**config.mk**
```make
export PLATFORM = sky130hd
export DESIGN_NAME = dns_nxdomain_reply_rewriter
export DESIGN_NICKNAME = d
export VERILOG_FILES = /design/src/hw/rtl/dnr_pkg.sv /design/src/hw/rtl/dnr_csum.sv /design/src/hw/rtl/dns_nxdomain_reply_rewriter.sv
export SDC_FILE = /design/constraint.sdc
export NUM_CORES = 1
export LEC_CHECK = 0
export BUFFER_PORTS_ARGS = -buffer_cell sky130_fd_sc_hd__buf_2
export CORE_MARGIN = 4
export CORE_UTILIZATION = 35
export CTS_BUF_LIST = sky130_fd_sc_hd__clkbuf_16
export CTS_CLUSTER_SIZE = 20
export DETAILED_ROUTE_END_ITERATION = 7
export PLACE_DENSITY = 0.59
export SLEW_MARGIN = 20
export SYNTH_ARGS = -nofsm -noshare
export SYNTH_HDL_FRONTEND = slang
export SYNTH_SLANG_ARGS = --single-unit
```
**constraint.sdc**
```tcl
create_clock -name aclk -period 5.7 [get_ports aclk]
set_input_delay 0.285 -clock aclk [delete_from_list [all_inputs] [get_ports aclk]]
set_output_delay 0.285 -clock aclk [all_outputs]
set_load 0.05 [all_outputs]
```
**src/hw/rtl/dnr_pkg.sv**
```systemverilog
`timescale 1ns / 1ps
`default_nettype none

package dnr_pkg;

    localparam int unsigned HDR_LEN = 54;
    localparam int unsigned POS_W   = 6;

    // Header offsets
    localparam logic [POS_W-1:0] IP_FIRST   = 6'd14;
    localparam logic [POS_W-1:0] IP_LAST    = 6'd33;
    localparam logic [POS_W-1:0] IP_CK_HI   = 6'd24;
    localparam logic [POS_W-1:0] IP_CK_LO   = 6'd25;
    localparam logic [POS_W-1:0] UDP_CK_HI  = 6'd40;
    localparam logic [POS_W-1:0] UDP_CK_LO  = 6'd41;
    localparam logic [POS_W-1:0] DNS_FLAG0  = 6'd44;
    localparam logic [POS_W-1:0] DNS_FLAG1  = 6'd45;
    localparam logic [POS_W-1:0] DNS_AN_HI  = 6'd48;
    localparam logic [POS_W-1:0] DNS_AN_LO  = 6'd49;
    localparam logic [POS_W-1:0] DNS_NS_HI  = 6'd50;
    localparam logic [POS_W-1:0] DNS_NS_LO  = 6'd51;
    localparam logic [POS_W-1:0] DNS_AR_HI  = 6'd52;
    localparam logic [POS_W-1:0] DNS_AR_LO  = 6'd53;
    localparam logic [POS_W-1:0] HDR_LAST   = 6'd53;

    // Rewrite constants
    localparam logic [7:0] DNS_QR_BIT   = 8'b1000_0000;
    localparam logic [7:0] DNS_NXDOMAIN = 8'b0000_0011;
    localparam logic [7:0] BYTE_ZERO    = 8'h00;
    localparam logic [7:0] BYTE_ONE     = 8'b0000_0001;

    // Checksum unit request: one header byte and its position
    typedef struct packed {
        logic             en;
        logic [POS_W-1:0] pos;
        logic [7:0]       data;
    } csum_req_t;

    // Source position of an output header byte (MAC, IP address and port swaps)
    function automatic logic [POS_W-1:0] hdr_src(input logic [POS_W-1:0] idx);
        logic [POS_W-1:0] src;
        src = idx;
        if (idx <= 6'd5) begin
            src = idx + 6'd6;
        end else if (idx <= 6'd11) begin
            src = idx - 6'd6;
        end else if (idx >= 6'd26 && idx <= 6'd29) begin
            src = idx + 6'd4;
        end else if (idx >= 6'd30 && idx <= 6'd33) begin
            src = idx - 6'd4;
        end else if (idx == 6'd34 || idx == 6'd35) begin
            src = idx + 6'd2;
        end else if (idx == 6'd36 || idx == 6'd37) begin
            src = idx - 6'd2;
        end
        return src;
    endfunction

    // Patch fixed fields of the reply header
    function automatic logic [7:0] hdr_patch(input logic [POS_W-1:0] idx,
                                             input logic [7:0]       data,
                                             input logic [15:0]      ck);
        logic [7:0] res;
        res = data;
        if (idx == IP_CK_HI) begin
            res = ck[15:8];
        end else if (idx == IP_CK_LO) begin
            res = ck[7:0];
        end else if (idx == DNS_FLAG0) begin
            res = data | DNS_QR_BIT;
        end else if (idx == DNS_FLAG1) begin
            res = DNS_NXDOMAIN;
        end else if (idx == DNS_NS_LO) begin
            res = BYTE_ONE;
        end else if (idx == UDP_CK_HI || idx == UDP_CK_LO ||
                     idx == DNS_AN_HI || idx == DNS_AN_LO ||
                     idx == DNS_NS_HI || idx == DNS_AR_HI || idx == DNS_AR_LO) begin
            res = BYTE_ZERO;
        end
        return res;
    endfunction

endpackage

`default_nettype wire

```
**src/hw/rtl/dnr_csum.sv**
```systemverilog
`timescale 1ns / 1ps
`default_nettype none

module dnr_csum (
    input  wire logic              aclk,
    input  wire logic              aresetn,
    input  wire dnr_pkg::csum_req_t req,
    output logic [15:0]            ck
);
    import dnr_pkg::*;

    logic [15:0] acc_reg, acc_next;
    logic [7:0]  hi_reg;
    logic [7:0]  byte_in;
    logic [16:0] sum;
    logic        in_ip;

    // Treat the checksum field as zero while summing
    assign in_ip   = (req.pos >= IP_FIRST) && (req.pos <= IP_LAST);
    assign byte_in = (req.pos == IP_CK_HI || req.pos == IP_CK_LO) ? BYTE_ZERO : req.data;
    assign sum     = {1'b0, acc_reg} + {1'b0, hi_reg, byte_in};

    // End-around carry add, one word per odd IPv4 header byte; position 0 clears the sum
    always_comb begin
        acc_next = acc_reg;
        if (req.en) begin
            if (req.pos == '0) begin
                acc_next = '0;
            end else if (in_ip && req.pos[0]) begin
                acc_next = sum[15:0] + {15'd0, sum[16]};
            end
        end
    end

    always_ff @(posedge aclk) begin
        if (!aresetn) begin
            acc_reg <= '0;
        end else begin
            acc_reg <= acc_next;
        end
        if (req.en && in_ip && !req.pos[0]) begin
            hi_reg <= byte_in;
        end
    end

    assign ck = (acc_reg == 16'hFFFF) ? 16'hFFFF : ~acc_reg;

endmodule

`default_nettype wire

```
**src/hw/rtl/dns_nxdomain_reply_rewriter.sv**
```systemverilog
`timescale 1ns / 1ps
`default_nettype none

// DNS NXDOMAIN reply rewriter.
// Input channel (s_): one query frame byte per item, s_frame_end on the last.
// Output channel (m_): one reply byte per item, m_reply_end on the last,
// m_short_frame set on every byte of a frame shorter than the 54-byte header.
// The first 54 bytes are stored in a header memory while the IPv4 header
// checksum is summed one word per byte pair. Input is taken at one byte per
// cycle during this phase and no output is produced.
// After the 54th byte (or an early frame end) the input stalls and the header
// is replayed from memory: the first byte passes the S_FETCH state, the memory
// read register and the output register, then one byte per cycle follows while
// the receiver keeps m_ready high. The memory read port sets this pace.
// Bytes after the header pass through the output register at one per cycle.
// A stalled receiver holds the output register; the block then stops taking
// input until the register frees up.
// Reset clears the sequencer and the output valid; the block then waits for
// the first byte of a new frame.
module dns_nxdomain_reply_rewriter (
    input  wire logic       aclk,
    input  wire logic       aresetn,
    input  wire logic       s_valid,
    output logic            s_ready,
    input  wire logic [7:0] s_frame_byte,
    input  wire logic       s_frame_end,
    output logic            m_valid,
    input  wire logic       m_ready,
    output logic [7:0]      m_reply_byte,
    output logic            m_reply_end,
    output logic            m_short_frame
);
    import dnr_pkg::*;

    typedef enum logic [1:0] {
        S_COLLECT,
        S_FETCH,
        S_SEND,
        S_PAYLOAD
    } state_t;

    state_t           state_reg;
    logic [POS_W-1:0] pos_reg;
    logic [POS_W-1:0] emit_idx_reg;
    logic [POS_W-1:0] last_idx_reg;
    logic             short_reg;
    logic             done_reg;
    logic             m_valid_reg;
    logic [7:0]       m_byte_reg;
    logic             m_end_reg;
    logic             m_short_reg;

    logic [7:0]       mem [HDR_LEN];
    logic [7:0]       mem_q_reg;

    logic             out_free;
    logic             s_fire;
    logic             send_load;
    logic             emit_last;
    logic [POS_W-1:0] sel_idx;
    logic [POS_W-1:0] rd_addr;
    logic [15:0]      ck;
    csum_req_t        csum_req;

    assign out_free  = !m_valid_reg || m_ready;
    assign s_ready   = (state_reg == S_COLLECT) ||
                       ((state_reg == S_PAYLOAD) && out_free);
    assign s_fire    = s_valid && s_ready;
    assign emit_last = (emit_idx_reg == last_idx_reg);
    assign send_load = (state_reg == S_SEND) && out_free;

    // Read ahead: fetch the next byte while the current one is loaded
    assign sel_idx = (send_load && !emit_last) ? emit_idx_reg + 6'd1 : emit_idx_reg;
    assign rd_addr = short_reg ? sel_idx : hdr_src(sel_idx);

    // Header checksum unit
    assign csum_req.en   = s_fire && (state_reg == S_COLLECT);
    assign csum_req.pos  = pos_reg;
    assign csum_req.data = s_frame_byte;

    dnr_csum u_csum (
        .aclk    (aclk),
        .aresetn (aresetn),
        .req     (csum_req),
        .ck      (ck)
    );

    // Header memory
    always_ff @(posedge aclk) begin
        if (csum_req.en) begin
            mem[pos_reg] <= s_frame_byte;
        end
        mem_q_reg <= mem[rd_addr];
    end

    // Sequencer and output register
    always_ff @(posedge aclk) begin
        if (!aresetn) begin
            state_reg    <= S_COLLECT;
            pos_reg      <= '0;
            emit_idx_reg <= '0;
            last_idx_reg <= '0;
            short_reg    <= 1'b0;
            done_reg     <= 1'b0;
            m_valid_reg  <= 1'b0;
        end else begin
            if (m_ready) begin
                m_valid_reg <= 1'b0;
            end
            unique case (state_reg)
                S_COLLECT: begin
                    if (s_fire) begin
                        if (pos_reg == HDR_LAST) begin
                            last_idx_reg <= HDR_LAST;
                            short_reg    <= 1'b0;
                            done_reg     <= s_frame_end;
                            emit_idx_reg <= '0;
                            pos_reg      <= '0;
                            state_reg    <= S_FETCH;
                        end else if (s_frame_end) begin
                            last_idx_reg <= pos_reg;
                            short_reg    <= 1'b1;
                            done_reg     <= 1'b1;
                            emit_idx_reg <= '0;
                            pos_reg      <= '0;
                            state_reg    <= S_FETCH;
                        end else begin
                            pos_reg <= pos_reg + 6'd1;
                        end
                    end
                end
                S_FETCH: begin
                    state_reg <= S_SEND;
                end
                S_SEND: begin
                    if (out_free) begin
                        m_valid_reg   <= 1'b1;
                        m_byte_reg    <= short_reg ? mem_q_reg
                                                   : hdr_patch(emit_idx_reg, mem_q_reg, ck);
                        m_end_reg     <= emit_last && done_reg;
                        m_short_reg   <= short_reg;
                        if (emit_last) begin
                            state_reg <= done_reg ? S_COLLECT : S_PAYLOAD;
                        end else begin
                            emit_idx_reg <= emit_idx_reg + 6'd1;
                        end
                    end
                end
                S_PAYLOAD: begin
                    if (s_fire) begin
                        m_valid_reg <= 1'b1;
                        m_byte_reg  <= s_frame_byte;
                        m_end_reg   <= s_frame_end;
                        m_short_reg <= 1'b0;
                        if (s_frame_end) begin
                            state_reg <= S_COLLECT;
                        end
                    end
                end
                default: begin
                    state_reg <= S_COLLECT;
                end
            endcase
        end
    end

    assign m_valid       = m_valid_reg;
    assign m_reply_byte  = m_byte_reg;
    assign m_reply_end   = m_end_reg;
    assign m_short_frame = m_short_reg;

`ifndef ASSERT_OFF
    a_pos_range: assert property (@(posedge aclk) disable iff (!aresetn)
        pos_reg <= HDR_LAST)
        else $error("header position out of range");

    a_emit_range: assert property (@(posedge aclk) disable iff (!aresetn)
        (state_reg == S_SEND) |-> (emit_idx_reg <= last_idx_reg))
        else $error("emit index passed last header byte");

    a_short_len: assert property (@(posedge aclk) disable iff (!aresetn)
        ((state_reg == S_SEND) && short_reg) |-> (last_idx_reg < HDR_LAST) && done_reg)
        else $error("short frame with full header length");

    a_no_input_in_replay: assert property (@(posedge aclk) disable iff (!aresetn)
        ((state_reg == S_FETCH) || (state_reg == S_SEND)) |-> !s_ready)
        else $error("input taken during header replay");

    a_fetch_to_send: assert property (@(posedge aclk) disable iff (!aresetn)
        (state_reg == S_FETCH) |=> (state_reg == S_SEND) && (emit_idx_reg == '0))
        else $error("replay did not start at first header byte");
`endif

endmodule

`default_nettype wire

```
==> out/metrics.cfg <==
[sta]
final.setup.tns_ps = 0
max_freq_ghz = 0.192
timing.final.hold_violations = 0
rsz0062_at_grt = false
worst_slew_margin_relative_to_its_limit = 0.233
worstMarginPinSlew_ps = 1140
finalMaxSlewViolations = 0
timing.final.crit_share = 0.911
final.setup_skew_ps = 12.8
final_period_minus_worst_setup_slack_ps = 5200
setup-violations-final = 0

[synth]
synth-edff-count = 450
ys_types = 79
synthDominantAreaCellType = edfxtp_1
ys.flop_type = edfxtp_1
yosys-mux-area-fraction = 0.129
top_post_synthesis_cells_by_area = edfxtp_1, mux4_2, dfxtp_1
synth_seq_area_share = 0.662
netlist_area_um2 = 21800
synth_compound_gate_area_share = 0.0839
synth_fa_ha_area_frac = 0.0164
syn-instance-count = 1392
synthArstFlopShare = 0
yosys.area_share.simple = 0.0735
synth_top_area_share = 0.619
synth.ff_latch_count = 497
syn_avg_cell_area_um2 = 15.7
synthesis.nets = 1433
yosys_warnings = 0
synth_top_family_by_area = multiplexers
parity_gate_share_of_the_synthesized_area_counting_xor_and_xnor_cells = 0.0148

[clock_tree]
post_cts.resized_instances = 0
tritoncts = done
cts-root-buf = clkbuf_16
post_cts_buffers = 0
cts_buffers = 51
clkSlewWorstSetupHoldPaths_ps = 60
cts_buffer_depth = 3
hold_buffers = 0
cts_sinks = 497
ctsHtreeMaxLevel = 2
insertion_delay_ps = 600

[placed_design]
hpwl_mm = 34.5
placed_area_um2 = 23000
number_of_instances_in_the_placed_design = 2219
gpl.final_weighted_congestion = 0.902
portBuffers = 24

[detailed_routing]
postRouteWirelength_mm = 53.5
post_drt_wl_per_cell_um = 23.1
detail_route.first_pass.iterations = 6
first_iter_violations = 1203
route.vias.total = 12643
drcViolationCount = 0
drt-vias-per-instance = 5.47
drt.antenna.violating_nets = 0

[power_and_ir_drop]
total_leakage_power_nw = 7.91
ir_drop_v = 0.000202
power_density_nw_per_um2 = 310

[setup_path]
worstPathRequired_ps = 6180
crit_family = compound AO/OA/AOI/OAI gates
cp_slowest_cell = dfxtp_1
maximum_cell_stage_delay_along_the_critical_path_ps = 500
path_max_fanout = 10
cp-start-kind = register
cp_num_buf_inv = 2
worst_r2r_path_depth = 25
critical_path_sink_type = register
critPathMostFrequentCell = o21ai_0
setup.worst_path.class = register to register
cp.depth = 25
critPathArrivalTime_ps = 5680
worst-r2r-setup-slack_ps = 500

[global_routing]
grt.met1_usage = 0.231
number_of_antenna_violations_at_the_first_check_in_global_routing = 8
track_usage = 0.160
grt.busiest_layer = met2
globalRouteMet3Util = 0.0301
wire_length_of_the_first_global_routing_pass_mm = 80.7
grt_start_max_net_pins = 113
globalRoute.totalOverflow = 0
number_of_global_route_vias_before_repair = 12352
met2_routing_resource_usage_after_global_routing = 0.248

[job]
cap_violations = 0

[final_layout]
area.growth.synth_to_final_pct = 12.2
final_design_area_no_fill_um2 = 24500
fill_cells = 5667
register_area_um2 = 14500
largest_register_ff_count = 432
share_of_final_layout_standard_cells_stronger_than_drive_strength_1 = 0.185
fin_cells = 2311
finish.net_count = 1476
multi_input_area_um2 = 6970
antenna_cells = 0

[min_path]
worst_hold_depth = 3
hp-class = input port to register

[floorplanning]
dieWidth_um = 258
die_area_um2 = 66400
floorplan.initialDensity = 0.354
core_region_area_um2 = 61700
ioPinCount = 25
std_cell_rows = 91
fp.dieH_um = 258

[outcome]
status = finished, final reports clean

logic make-up (layout without fill, tap and decap cells):
kind of cell	Yosys count	in the layout
flip-flops	497	497
adder cells (fa/ha/maj)	28	28
buffers and inverters	90	172
AND/OR/NAND/NOR	328	328
AO/OA/AOI/OAI	264	264
multiplexers	149	149
XOR/XNOR	36	36
synthesized netlist by cell type, drive strengths merged (11+ instances only):
library cell	instances
a2111oi	14
a211oi	19
nor2b	31
mux2i	20
edfxtp	450
nand2b	11
nor3	20
inv	22
clkbuf	38
xnor2	27
a22oi	17
dfxtp	47
mux4	104
o21ai	46
a21oi	60
buf	30
o22ai	14
nand2	66
mux2	25
nor2	106
nand3	34
ha	27
a21boi	16
a21o	11
cell type report:
type,count,area share
flip-flops and latches,497,0.590
repair buffers,58,0.0174
clock buffers,51,0.0521
multi-input cells,805,0.285
inverters,22,0.00337
clock inverters,41,0.00971
well taps,837,0.0428
worst register-to-register path: stages (launching register included):
cell and delay [ps]:
dfxtp_1 500, inv_1 160, ha_1 250, o21bai_1 230
nor2_1 160, nor2b_1 200, ha_1 190, inv_1 50
fa_1 400, nor2b_1 120, o21ai_0 110, a21boi_1 260
o211a_1 170, o21ai_0 150, a21oi_2 260, a21oi_1 130
nand2b_1 90, a21oi_1 60, o21ai_0 160, a21o_1 140
ha_1 210, and4_1 290, o2111ai_1 180, a2111oi_1 370
xnor2_1 160, o21ai_0 80
stage by stage:
step | setup WS, ps | utilization | hold WS, ps | power (W)
floorplan | 1060 | - | 384 | 0.00443
CTS | 429 | 0.397 | 31.9 | 0.00767
detailed placement | 478 | 0.372 | 488 | 0.00463
finish | 505 | 0.397 | 74.9 | 0.00760
global route | 0.170 | 0.397 | 70.0 | 0.00787
global placement | 589 | 0.372 | 482 | 0.00463
report_power, final:
group / internal [W] / switching (W)
Combinational: 0.000202 / 0.000328
Clock: 0.00167 / 0.00138
Sequential: 0.00400 / 0.0000261
Total: 0.00587 / 0.00173
per-layer routing:
| layer | share of wire | wire (um) |
|---|---|---|
| met1 | 0.44 | 23600 |
| met2 | 0.46 | 24400 |
| met5 | 0 | 0 |
| met4 | 0.026 | 1370 |
| met3 | 0.075 | 3990 |
cell usage in the layout (no fill, tap or decap), types with 18 or more instances in the layout:
cell type  synthesis  final
edfxtp_1         450    450
a211oi_1          19     19
nor2_1           103    103
o21ai_0           41     41
nor3_1            19     18
ha_1              27     27
nand2_1           65     65
mux2i_1           20     20
mux2_2            19     19
nand3_1           34     34
nor2b_1           31     31
buf_2              8     24
dfxtp_1           47     47
inv_1             19     39
a21oi_1           59     58
clkbuf_16          0     51
xnor2_1           27     26
mux4_2           104    104
buf_4              9     30
worst paths after layout:
path / startpoint / endpoint
max reg2reg: pos_reg[0] / u_csum.acc_reg[15]
max: pos_reg[0] / u_csum.acc_reg[15]
min: s_frame_end / short_reg
min reg2reg: last_idx_reg[1] / last_idx_reg[1]
(Power assumes the default switching activity.)
